`src/hdl/v3n_pkg.sv`:
```
// Shared types and constants for the three-component vector normalizer.
package v3n_pkg;

  localparam int unsigned CompW  = 32;
  localparam int unsigned SumW   = 64;
  localparam int unsigned RemW   = 34;
  localparam int unsigned QuoW   = 17;
  localparam int unsigned FracW  = 16;
  localparam int unsigned SqrtN  = 32;
  localparam int unsigned DivN   = 17;
  localparam logic [31:0] MinLenReset = 32'd1;
  localparam logic        RegMinLen   = 1'b0;

  // Raw input components, carried along to the end for pass-through and signs.
  typedef struct packed {
    logic [CompW-1:0] x;
    logic [CompW-1:0] y;
    logic [CompW-1:0] z;
  } vec_t;

  typedef struct packed {
    vec_t            vec;
    logic [SumW-1:0] rad;
    logic [RemW-1:0] rem;
    logic [31:0]     root;
  } sq_t;

  typedef struct packed {
    vec_t                  vec;
    logic [31:0]           len;
    logic                  skip;
    logic [2:0][31:0]      rem;
    logic [2:0][QuoW-1:0]  dvd;
    logic [2:0][QuoW-1:0]  quo;
  } dv_t;

endpackage

```
`src/hdl/v3n_sqrt_cell.sv`:
```
// One cell of the square root chain: settles one bit of the root.
module v3n_sqrt_cell
  import v3n_pkg::*;
(
  input  logic clk_i,
  input  logic rst_ni,
  input  logic en_i,
  input  logic valid_i,
  input  sq_t  data_i,
  output logic valid_o,
  output sq_t  data_o
);

  logic        valid_q;
  sq_t         data_q, data_d;
  logic [35:0] shifted;
  logic [35:0] trial;

  always_comb begin
    shifted = {data_i.rem, data_i.rad[63:62]};
    trial   = {2'b00, data_i.root, 2'b01};
    data_d      = data_i;
    data_d.rad  = {data_i.rad[61:0], 2'b00};
    if (shifted >= trial) begin
      data_d.rem  = RemW'(shifted - trial);
      data_d.root = {data_i.root[30:0], 1'b1};
    end else begin
      data_d.rem  = RemW'(shifted);
      data_d.root = {data_i.root[30:0], 1'b0};
    end
  end

  always_ff @(posedge clk_i or negedge rst_ni) begin
    if (!rst_ni) begin
      valid_q <= 1'b0;
    end else if (en_i) begin
      valid_q <= valid_i;
    end
  end

  always_ff @(posedge clk_i) begin
    if (en_i) begin
      data_q <= data_d;
    end
  end

  assign valid_o = valid_q;
  assign data_o  = data_q;

endmodule

```
`config.mk`:
```
export PLATFORM = sky130hd
export DESIGN_NAME = v3n_sqrt_cell
export DESIGN_NICKNAME = d
export VERILOG_FILES = /design/src/hdl/v3n_pkg.sv /design/src/hdl/v3n_sqrt_cell.sv
export SDC_FILE = /design/constraint.sdc
export NUM_CORES = 1
export LEC_CHECK = 0
export BUFFER_PORTS_ARGS = -buffer_cell sky130_fd_sc_hd__buf_2
export CAP_MARGIN = 5
export CORE_AREA = 2 2 178 180
export CTS_BUF_LIST = sky130_fd_sc_hd__clkbuf_4
export CTS_CLUSTER_SIZE = 16
export DETAILED_ROUTE_END_ITERATION = 7
export DIE_AREA = 0 0 180 182
export PLACE_DENSITY = 0.58
export RECOVER_POWER = 100
export SLEW_MARGIN = 40
export SYNTH_ARGS = -nofsm -noshare
export SYNTH_HDL_FRONTEND = slang
export SYNTH_SLANG_ARGS = --single-unit
```
`constraint.sdc`:
```
create_clock -name clk_i -period 0.95 [get_ports clk_i]
set_clock_uncertainty 0.2 [all_clocks]
set_input_delay 0.1425 -clock clk_i [delete_from_list [all_inputs] [get_ports clk_i]]
set_output_delay 0.1425 -clock clk_i [all_outputs]
set_load 0.005 [all_outputs]
```
==> metrics.md <==
| Metric | Value |
|---|---|
| Largest net degree at the start of global routing | 29 |
| CTS tree | built |
| Critical Path AT | 2.23 ns |
| Setup CP Type | input pin to flop |
| Initial antenna violation count | 7 |
| Via Count | 8682 |
| Fin worst setup slack | -1.03 ns |
| IO Pins | 457 |
| Setup TNS | -169.76 ns |
| Final nets | 1740 |
| Sink Count | 225 |
| Via count of the first global-routing pass | 9135 |
| Setup Viol. Count Final | 276 |
| Synth warn | 0 |
| Post-synth top area cell | edfxtp_1 |
| Crit-path max cell delay | 0.28 ns |
| Synthesized area per cell | 15.3 sq um |
| Drt total wl | 37.5 mm |
| Period Utilization, post-route | 2.08 |
| Share of cells above drive strength 1 | 0.560 |
| Register area share after synthesis | 0.731 |
| Hold Fails Final Rpt | 350 |
| Most frequent cell after synthesis | edfxtp_1 |
| Post-synth EDFFs | 224 |
| Final Instance Count excl. Fillers | 1927 |
| Clock-pin slew on the worst setup and hold paths | 0.06 ns |
| Die height | 182 um |
| P_leak | 7.57 nW |
| RePlAce Congestion | 0.871 |
| Synth cell count leaders | edfxtp_1, nand2_1, inv_1, o21ai_0, ha_1 |
| Final Max Tran Viols | 0 |
| Via density | 4.51 |
| Synthesized instance count | 605 |
| Top cell type's share of synthesized area | 0.728 |
| Fmax | 0.505 GHz |
| Power density cells | 1580 nW/um^2 |
| Fraction of registers with async set/reset | 0.00444 |
| Hold WC Path Type | input pin to flop |
| Largest delay share family, worst path | compound AO/OA/AOI/OAI gates |
| Htree depth | 2 |
| Mean routed wirelength per cell | 19.5 um |
| Crit-path max FO | 4 |
| Hpwl dp | 26.4 mm |
| Initial Util | 0.298 |
| Grt total ovfl | 0 |
| Final critical-path required period | 1.98 ns |
| Clk buf depth | 3 |
| DR iter-0 viols | 459 |
| Drc violations | 0 |
| Pre-CTS setup slack | -1.88 ns |
| Clock root buffer | clkbuf_4 |
| Number of placement rows | 65 |
| Die X | 180 um |
| Core Box Area | 31000 sq um |
| Cell with the largest stage delay on the worst path | a211oi_4 |
| Antenna viol nets, final | 0 |
| CTS buffer count | 59 |
| Worst Setup Start Kind | input pin |
| Buf+Inv Stages, Crit Path | 3 |
| Total track usage | 0.221 |
| Critical path capture point type | flop |
| Cell area after technology mapping | 9230 sq um |
| DIE AREA | 32800 sq um |
| Worst path cell trace | buf_6 -> inv_4 -> ha_4 -> a21o_1 -> a31o_1 -> a211oi_4 -> buf_4 -> o211ai_4 -> a21bo_4 -> mux2i_1 -> o221ai_1 -> mux2_4 |
| Area Growth Syn to Fin | 86.1% |
| Library cells used by synthesis | 64 |
| First-pass GRT wire length | 54.9 mm |
| WHS | -0.592 ns |
| Seq cells post-synth | 225 |
| Clk_lat worst skew | 0.71 ns |
| Max-Cap Viols | 0 |
| CP Data Required Time | 1.20 ns |
| Failing checks | hold timing, setup timing |
| Placed Cells incl. Taps | 1588 |
| Top FF cell, synth | edfxtp_1 |
| Area contributors post-synth | edfxtp_1, ha_1, nand2_1, o21ai_0, inv_1 |
| Port Buffers | 454 |
| Worst ir drop on vdd | 0.000844 V |
| RSZ-0062 raised after global routing | yes |
| Drt pass-1 iters | 5 |
| Status | finished, violations left |
-- repair_timing --
action | in CTS | in global routing
buffers inserted | 16 | 14
gates cloned | 5 | 2
hold buffers | 190 | 9
resized for setup | 75 | 99
pin swaps | 29 | 43
hold endpoints to repair | 450 | 427
setup endpoints to repair | 261 | 386
-- layer usage --
layer / routed length (um) / track usage / vias up
met5: 56 / 0 / -
met4: 1670 / 0.110 / 10
met3: 2550 / 0.0626 / 102
met2: 18800 / 0.378 / 371
met1: 14500 / 0.255 / 4129
li1: - / - / 4070
-- worst paths after layout --
path	slack, ns	from	to	depth (start not counted)
worst max register to register	-0.11	valid_o$_DFFE_PN0P_	valid_o$_DFFE_PN0P_	2
worst min-delay path	-0.59	data_i[8]	data_o[9]$_DFFE_PP_	1
worst min register to register	0.40	valid_o$_DFFE_PN0P_	valid_o$_DFFE_PN0P_	2
worst max-delay path	-1.03	data_i[9]	data_o[59]$_DFFE_PP_	12
min in group asynchronous	0.10	rst_ni	valid_o$_DFFE_PN0P_	3
max in group asynchronous	0.35	rst_ni	valid_o$_DFFE_PN0P_	3
-- flip-flops by register name (all words and copies together) (netlist names) --
| name | cells |
|---|---|
| data_o | 224 |
| valid_o | 1 |
-- power by group --
part | switching [mW] | internal (mW)
Sequential | 0.300 | 12.0
Clock | 4.28 | 4.43
Combinational | 2.74 | 3.36
-- final cells by class --
type                    instances  area, sq um
diodes                          2         5.00
clock buffers                  79          593
clock inverters                29          169
fillers                      2576        13800
inverters                      43          201
multi-input cells             322         2940
flip-flops and latches        225         6750
well taps                     402          503
repair buffers                825         6030
-- through the flow --
stage                      util  cell area, sq um  power, mW  hold slack, ns
after floorplan               -              9690       14.3          -0.353
after global placement    0.435             13500       17.1          -0.282
after detailed placement  0.435             13500       17.2          -0.281
after CTS                 0.539             16700       26.9          -0.665
after global routing      0.555             17200       28.4          -0.669
final                     0.555             17200       27.1          -0.592
-- worst register-to-register path, stage by stage, from the launching register on --
cell	delay [ns]
dfrtp_1	0.38
buf_6	0.11
mux2_4	0.25
-- placed cells by master (no fill, tap or decap), types with 22 or more instances in the layout --
cell type,n
edfxtp_1,224
o21ai_2,24
buf_6,27
clkinv_1,23
nand2_1,37
clkbuf_4,79
inv_1,22
buf_4,150
buf_2,424
ha_4,22
dlygate4sd3_1,197
-- kinds of logic (layout without fill, tap and decap cells) --
| group | after synthesis | in the layout | synth area share |
|---|---|---|---|
| compound gates | 133 | 133 | 0.101 |
| mux | 6 | 6 | 0.00718 |
| buf+inv | 59 | 976 | 0.0279 |
| fa+ha+maj | 34 | 34 | 0.0461 |
| simple gates | 120 | 120 | 0.0607 |
| xor+xnor | 27 | 27 | 0.0256 |
| flops | 225 | 225 | 0.731 |
| other cells | 1 | 4 | 0.000406 |
Power figures use the tool's default switching activity.
