<file path="config.mk">
export PLATFORM = sky130hd
export DESIGN_NAME = v3n_div_cell
export DESIGN_NICKNAME = d
export VERILOG_FILES = /design/src/hdl/v3n_pkg.sv /design/src/hdl/v3n_div_cell.sv
export SDC_FILE = /design/constraint.sdc
export NUM_CORES = 1
export LEC_CHECK = 0
export BUFFER_PORTS_ARGS = -buffer_cell sky130_fd_sc_hd__buf_2
export CAP_MARGIN = 15
export CORE_AREA = 3 3 253 255
export DETAILED_ROUTE_END_ITERATION = 7
export DIE_AREA = 0 0 256 258
export HOLD_SLACK_MARGIN = 0.05
export PLACE_DENSITY_LB_ADDON = 0.25
export SYNTH_ARGS = -nofsm -noshare
export SYNTH_HDL_FRONTEND = slang
export SYNTH_SLANG_ARGS = --single-unit
</file>
<file path="constraint.sdc">
create_clock -name clk_i -period 0.8 [get_ports clk_i]
set_input_delay 0.16 -clock clk_i [delete_from_list [all_inputs] [get_ports clk_i]]
set_output_delay 0.16 -clock clk_i [all_outputs]
set_load 0.01 [all_outputs]
</file>
<file path="src/hdl/v3n_pkg.sv">
// Shared types and constants for the three-component vector normalizer.
package v3n_pkg;

  localparam int unsigned CompW  = 32;
  localparam int unsigned SumW   = 64;
  localparam int unsigned RemW   = 34;
  localparam int unsigned QuoW   = 17;
  localparam int unsigned FracW  = 16;
  localparam int unsigned SqrtN  = 32;
  localparam int unsigned DivN   = 17;
  localparam logic [31:0] MinLenReset = 32'd1;
  localparam logic        RegMinLen   = 1'b0;

  // Raw input components, carried along to the end for pass-through and signs.
  typedef struct packed {
    logic [CompW-1:0] x;
    logic [CompW-1:0] y;
    logic [CompW-1:0] z;
  } vec_t;

  typedef struct packed {
    vec_t            vec;
    logic [SumW-1:0] rad;
    logic [RemW-1:0] rem;
    logic [31:0]     root;
  } sq_t;

  typedef struct packed {
    vec_t                  vec;
    logic [31:0]           len;
    logic                  skip;
    logic [2:0][31:0]      rem;
    logic [2:0][QuoW-1:0]  dvd;
    logic [2:0][QuoW-1:0]  quo;
  } dv_t;

endpackage

</file>
<file path="src/hdl/v3n_div_cell.sv">
// One cell of the divider chain: one quotient bit for each of the three components.
module v3n_div_cell
  import v3n_pkg::*;
(
  input  logic clk_i,
  input  logic rst_ni,
  input  logic en_i,
  input  logic valid_i,
  input  dv_t  data_i,
  output logic valid_o,
  output dv_t  data_o
);

  logic        valid_q;
  dv_t         data_q, data_d;
  logic [32:0] part [3];

  always_comb begin
    data_d = data_i;
    for (int i = 0; i < 3; i++) begin
      part[i] = {data_i.rem[i], data_i.dvd[i][QuoW-1]};
      data_d.dvd[i] = {data_i.dvd[i][QuoW-2:0], 1'b0};
      if (part[i] >= {1'b0, data_i.len}) begin
        data_d.rem[i] = 32'(part[i] - {1'b0, data_i.len});
        data_d.quo[i] = {data_i.quo[i][QuoW-2:0], 1'b1};
      end else begin
        data_d.rem[i] = part[i][31:0];
        data_d.quo[i] = {data_i.quo[i][QuoW-2:0], 1'b0};
      end
    end
  end

  always_ff @(posedge clk_i or negedge rst_ni) begin
    if (!rst_ni) begin
      valid_q <= 1'b0;
    end else if (en_i) begin
      valid_q <= valid_i;
    end
  end

  always_ff @(posedge clk_i) begin
    if (en_i) begin
      data_q <= data_d;
    end
  end

  assign valid_o = valid_q;
  assign data_o  = data_q;

endmodule

</file>
==> metrics, run 1 <==
Post-synth ARST share 0.3077%; Top FF cell, synth edfxtp_1; number of H-tree levels 2; first-pass GRT wire length 119,700 microns; CORE AREA 61,830 sq um; total routed wirelength 84,180 microns; failing checks setup timing; Yosys cell types 78; TritonCTS clock tree yes; io pins 659; post-synthesis mux area share 3.784%; worst setup margin -1.617 ns; area growth from synthesis to layout 80.77%; PD cells 1878 nW/um^2; initial core utilization 26.58%; synthesized cell area 16,430 sq um; post-synth top area share 59.20%; min cycle time layout 2.417 ns; xor and xnor area share after synthesis 3.890%; Final Hold Fails 0; cts bufs inserted 40; Worst Tran Pin Value 0.4885 ns; Hold Buf Count CTS 311; worst clock skew 0 ns; max frequency 0.4137 GHz; routed vias/inst 4.634; FF+latch count, synth 325; WP data arrival 2.73 ns; routed via count 16,480; Adder-Cell Fraction of Synth Area 7.674%; final hold slack 0.009420 ns; Seq/Total Area, Yosys 59.35%; Post-synth EDFFs 324; Lkg Pwr 13.22 nW; Slew Viols, Final 0; VDD IR max 1.576 mV; Root Buffer clkbuf_16; synth top area cells edfxtp_1, ha_1, o21ai_0; CP max stage delay 0.38 ns; Port Buffer Count 652; Avg Inst Size Synth 12.72 sq um; Mapped Cells 1,292; layout cells sized above 1 48.86%; Initial DRT Pass Iterations 5; Row Count 91; critical path cell sequence buf_8, clkinvlp_4, ha_4, buf_4, buf_6, a21oi_4, o21ai_2, a21o_1, a21o_1, or3b_4, o221ai_4, o31ai_2, xor2_1, mux2_4; clock sinks 325; Synth Area in Compound Gates 13.43%; Post-DRT Antenna Nets 0; CP required 1.11 ns; Post-DP Area 24,250 sq um; routed length per placed instance 23.66 microns; layout net count 3,110; largest fanout on the critical path 3; Worst-path clk slew 0.06 ns; post-route cell area 29,710 sq um; Power, Total 0.05580 W; Crit Path Category primary input to flop; DIE HEIGHT 258 microns; CP max-delay cell or3b_4; YS warnings 0; unrepaired setup endpoints after global routing yes; total track usage 24.66%; largest family of logic cells by synthesized area compound AO/OA/AOI/OAI gates; DRC Markers 0; dpl hpwl 67,450 microns; gr ovfl total 0; largest net degree at the start of global routing 25; drt initial violations 1,084; kind of end point of the critical path flop; Die W 256 microns; cell accounting for the most synthesized area edfxtp_1; Worst Hold Class primary input to flop; Final period util 302.1%; number of global-route vias before repair 17,400; CP Launch Type primary input; gpl congestion 0.9544; Max Cap Violations 0; Setup violations, final 425; die area 66,050 sq um; Post-Synth Simple-Gate Area 8.641%; worst rel slew slack 67.13%; most used cell, CP a21o_1; initial antenna violation count 17; worst skew pair latency 0.57 ns; CTS Buffer Depth 3; status complete, but fails checks
-- kinds of logic (layout without fill, tap and decap cells) --
family / after synthesis / count (layout)
AO/OA/AOI/OAI: 340 / 340
flip-flops: 325 / 325
AND/OR/NAND/NOR: 285 / 285
buffers and inverters: 119 / 1533
adder cells (fa/ha/maj): 99 / 99
XOR/XNOR: 73 / 73
multiplexers: 50 / 50
other: 1 / 15
-- cell usage after synthesis, types with 6 or more instances --
| master | instances |
|---|---|
| a21boi_0 | 7 |
| a21o_1 | 56 |
| a21oi_1 | 81 |
| a31oi_1 | 12 |
| and2_1 | 8 |
| and3_1 | 8 |
| and4_1 | 6 |
| clkbuf_1 | 37 |
| edfxtp_1 | 324 |
| ha_1 | 96 |
| inv_1 | 68 |
| mux2_1 | 6 |
| mux2_2 | 23 |
| mux2_4 | 17 |
| nand2_1 | 91 |
| nand2b_1 | 10 |
| nand3_1 | 30 |
| nand4_1 | 21 |
| nor2_1 | 50 |
| nor2b_1 | 15 |
| nor3_1 | 17 |
| o21a_1 | 11 |
| o21ai_0 | 91 |
| o21bai_1 | 12 |
| o31ai_1 | 12 |
| or3_1 | 6 |
| xnor2_1 | 52 |
| xor2_1 | 21 |
-- routing by layer --
layer | part of all wire [%] | GRT usage, %
met1 | 41 | 29.52
met4 | 3.3 | 7.745
met5 | 0.074 | 0
met2 | 51 | 44.54
met3 | 5.5 | 4.864
-- worst max-delay path: cells and delay by family --
| kind | cells | cell delay (ns) |
|---|---|---|
| buffers and inverters | 4 | 0.54 |
| AO/OA/AOI/OAI | 6 | 0.88 |
| AND/OR/NAND/NOR | 1 | 0.38 |
| multiplexers | 1 | 0.27 |
| XOR/XNOR | 1 | 0.17 |
| adder cells (fa/ha/maj) | 1 | 0.30 |
-- cell type report --
class / count / area, sq um
antenna: 12 / 30.03
fill: 5696 / 32120
clock buffer: 52 / 1067
inverter: 70 / 362.8
multi-input combinational: 850 / 7044
sequential: 325 / 9754
clock inverter: 18 / 172.7
tap: 837 / 1047
timing repair buffer: 1393 / 10230
-- final timing paths --
check                                    startpoint                     to  slack (ns)  depth (start not counted)
min in group asynchronous                    rst_ni    valid_o$_DFFE_PN0P_        0.43                          3
worst min-delay path                    data_i[128]  data_o[129]$_DFFE_PP_       0.009                          3
worst max register to register  valid_o$_DFFE_PN0P_    valid_o$_DFFE_PN0P_        0.05                          1
worst max-delay path                    data_i[213]  data_o[133]$_DFFE_PP_       -1.62                         14
max in group asynchronous                    rst_ni    valid_o$_DFFE_PN0P_        0.27                          3
worst min register to register  valid_o$_DFFE_PN0P_    valid_o$_DFFE_PN0P_        0.53                          1
-- flip-flops by register name, indices dropped and copies added (netlist names) --
name     cells
data_o     324
valid_o      1
-- cells in the final DEF, fill, tap and decap left out, types with 41 or more instances in the layout --
cell           instances
dlygate4sd3_1        311
nand2_1               90
clkbuf_16             41
edfxtp_1             324
ha_1                  72
xnor2_1               52
o21ai_0               60
a21oi_1               63
a21o_1                56
buf_4                402
nor2_1                49
inv_1                 52
buf_2                610
-- stage by stage --
step / std cells / utilization (%) / setup TNS [ns] / setup slack, ns
global placement: 3140 / 39.23 / -272.35 / -2.342
detailed placement: 3140 / 39.23 / -276.71 / -2.371
global route: 3551 / 48.03 / -323.01 / -1.699
finish: 3557 / 48.05 / -299.56 / -1.617
floorplan: 1294 / - / -166.41 / -1.978
CTS: 3536 / 47.29 / -314.08 / -1.626
-- report_power, final --
| group | internal [W] | switching [W] |
|---|---|---|
| Combinational | 0.00833 | 0.00818 |
| Sequential | 0.0209 | 0.000679 |
| Clock | 0.0101 | 0.00753 |
| Total | 0.0394 | 0.0164 |
-- timing repair --
| action | in CTS | in global routing |
|---|---|---|
| pin swaps | 33 | 38 |
| endpoints found under the hold margin | 330 | 9 |
| buffers inserted | 15 | 9 |
| gates cloned | 1 | 0 |
| gates resized for setup | 114 | 80 |
| setup endpoints to repair | 424 | 425 |
(Power assumes the default switching activity.)
==> run 2, diff against run 1 <==
Settings changed: ABC_AREA from default to 1, CORE_AREA 3 3 253 255 to default, CORE_MARGIN from default to 3, CORE_UTILIZATION from default to 30, DIE_AREA 0 0 256 258 to default.
==> metrics, run 2 <==
status complete, but fails checks; failing checks setup timing; count leader, synth nand2_1; Worst R2R Path Depth 1 (unchanged); synthesized cell area 19,050 sq um (+16%); post-route cell area 35,230 sq um (+19%); most frequent cells in the layout nand2_1, buf_2, inv_1; number of global-route vias before repair 19,770 (+14%); post-synth top area share 51.07% (-8.1 points); first-pass GRT wire length 125,100 microns (+4.6%); part of the power in combinational logic 33.3% (+3.7 points); worst skew pair latency 0.54 ns (-0.03 ns); io pins 659 (unchanged); r2r startpoint valid_o$_DFFE_PN0P_; Setup violations, final 424 (-0.24%); die area 66,570 sq um (+0.79%); total routed wirelength 94,060 microns (+12%); worst hold stages 2 (-1); TritonCTS clock tree yes; initial core utilization 30.59% (+4.0 points); switching part of the total 31.67% (+2.3 points); routed via count 20,990 (+27%); Reg power frac 37.2% (-1.6 points); Post-synth EDFFs 324 (unchanged); max reg flops 324 (unchanged); most common cell after layout, fill and taps aside nand2_1; hold path startpoint en_i; min cycle time layout 1.710 ns (-0.7071 ns); Top FF cell, synth edfxtp_1; total track usage 25.28% (+0.62 points); largest fanout on the critical path 4 (+1); Max Cap Violations 0 (unchanged); Die W 258.0 microns (+0.78%); Worst-path clk slew 0.06 ns (about the same); worst setup margin -0.9101 ns (+0.7071 ns); Slew Viols, Final 0 (unchanged); FF+latch count, synth 325 (unchanged); DIE HEIGHT 258.0 microns (about the same); Post-Place Setup Slack -1.594 ns (+0.7775 ns); cell accounting for the most synthesized area edfxtp_1; CTS Buffer Depth 3 (unchanged); switching pwr 0.01833 W (+12%); CORE AREA 62,280 sq um (+0.74%); unrepaired setup endpoints after global routing yes; Yosys cell types 35 (-55%); layout net count 4,143 (+33%); Final Hold Fails 0 (unchanged); dpl hpwl 68,620 microns (+1.7%); routed vias/inst 4.578 (-1.2%); kind of end point of the critical path flop; clock sinks 325 (unchanged); Critical Path Source data_i[223]; Crit Path Category primary input to flop; Post-synth ARST share 0.3077% (unchanged); max frequency 0.5848 GHz (+41%); initial antenna violation count 13 (-4); drt initial violations 1,469 (+36%); most instantiated cells after synthesis nand2_1, inv_1, edfxtp_1; PD cells 1643 nW/um^2 (-13%); VDD IR max 1.339 mV (-15%); Root Buffer clkbuf_16; WP data arrival 2.01 ns (-0.72 ns); YS warnings 0 (unchanged); Post-DRT Antenna Nets 0 (unchanged); layout cells sized above 1 45.07% (-3.8 points); Seq/Total Area, Yosys 51.20% (-8.2 points); Worst Hold Class primary input to flop; area growth from synthesis to layout 84.91%; DRC Markers 0 (unchanged); Row Count 91 (unchanged); CP Launch Type primary input; Clock power frac 29.5% (-2.1 points); gr ovfl total 0 (unchanged); gpl congestion 0.9286 (-2.7%); Mapped Cells 2,271 (+76%); Fillers 5,402 (-5.2%); Initial DRT Pass Iterations 8 (+3); synth top area cells edfxtp_1, nand2_1, inv_1; Final period util 213.8% (-88 points); CP required 1.10 ns (about the same); largest net degree at the start of global routing 51 (+100%); internal power 0.03954 W (+0.33%); number of H-tree levels 2 (unchanged); area occupied by multi-input gates 10,190 sq um (+45%); Lkg Pwr 17.12 nW (+29%); cts bufs inserted 39 (-2.5%); Port Buffer Count 652 (unchanged); FF/Latch Area 9754 sq um (unchanged); routed length per placed instance 20.51 microns (-13%); Avg Inst Size Synth 8.389 sq um (-34%); Post-DP Area 26,270 sq um (+8.3%); worst clock skew 0 ns (unchanged)
## run 2: cell families (layout without fill, tap and decap cells)
group | count (synthesis) | count (layout) | share of synthesized area (%)
other | 1 | 10 | 0.01968
flip-flops | 325 | 325 | 51.20
XOR/XNOR | 42 | 42 | 1.931
buffers and inverters | 445 | 1903 | 9.358
multiplexers | 1 | 1 | 0.05910
AO/OA/AOI/OAI | 69 | 69 | 1.891
adder cells (fa/ha/maj) | 99 | 99 | 6.620
AND/OR/NAND/NOR | 1289 | 1299 | 28.92
## run 2: routing by layer
metal  GRT usage, %  up-vias  part of all wire (%)  wire (microns)
met5              0        -                 0.068              64
met1          29.23     9875                    38           35840
li1               -    10130                     -               -
met3          4.433      209                   6.0            5610
met4          11.89       12                   5.6            5265
met2          45.32      762                    50           47280
## run 2: power by group through the flow
stage	clock network, W	logic (W)	registers [W]
6_report	0.0171	0.0193	0.0215
5_1_grt	0.0181	0.0207	0.0216
4_1_cts	0.0174	0.0163	0.0214
3_5_place_dp	0	0.0142	0.0217
3_3_place_gp	0	0.0141	0.0218
2_1_floorplan	0	0.00557	0.0226
## run 2: worst paths after layout
| check | endpoint | slack [ns] |
|---|---|---|
| setup / recovery | data_o[192]$_DFFE_PP_ | -0.91 |
| hold / removal | data_o[175]$_DFFE_PP_ | 0.09 |
| setup reg to reg | valid_o$_DFFE_PN0P_ | 0.03 |
| hold reg to reg | valid_o$_DFFE_PN0P_ | 0.55 |
| max in group asynchronous | valid_o$_DFFE_PN0P_ | 0.25 |
| min in group asynchronous | valid_o$_DFFE_PN0P_ | 0.45 |
## run 2: per-stage QoR
| step | util [%] | hold WS (ns) | TNS (ns) | power (W) | cells |
|---|---|---|---|---|---|
| 2_1_floorplan | - | -0.1356 | -94.40 | 0.02814 | 2273 |
| 3_3_place_gp | 42.17 | -0.06504 | -207.21 | 0.03583 | 4092 |
| 3_5_place_dp | 42.17 | -0.06292 | -209.29 | 0.03588 | 4092 |
| 4_1_cts | 51.07 | 0.05056 | -236.17 | 0.05518 | 4505 |
| 5_1_grt | 56.55 | 0.05730 | -244.81 | 0.06037 | 4580 |
| 6_report | 56.57 | 0.08535 | -226.07 | 0.05787 | 4585 |
## run 2: layout make-up
type,count,share of cell area (%)
inverters,413,4.631
flip-flops and latches,325,27.69
well taps,837,2.973
diodes,7,0.04972
clock buffers,45,2.834
clock inverters,24,0.5043
repair buffers,1421,32.38
multi-input cells,1513,28.94
## run 2: what timing repair did
item | in CTS | in global routing
hold endpoints to repair | 320 | 0
hold buffers | 321 | 0
pin swaps | 23 | 188
gates cloned | 3 | 25
buffers inserted | 20 | 48
gates resized for setup | 122 | 602
setup endpoints to repair | 424 | 424
## run 2: worst max-delay path: stages
cell and delay, ns:
buf_8 0.08, clkinvlp_4 0.10, buf_12 0.15, buf_12 0.12, ha_4 0.26, buf_6 0.12, nand4_1 0.10, nor2_1 0.07
nand4_1 0.11, nand2_2 0.08, nor2_4 0.16, clkbuf_16 0.20, buf_12 0.11, nand2_8 0.07, nand3_2 0.07, nand2_1 0.05
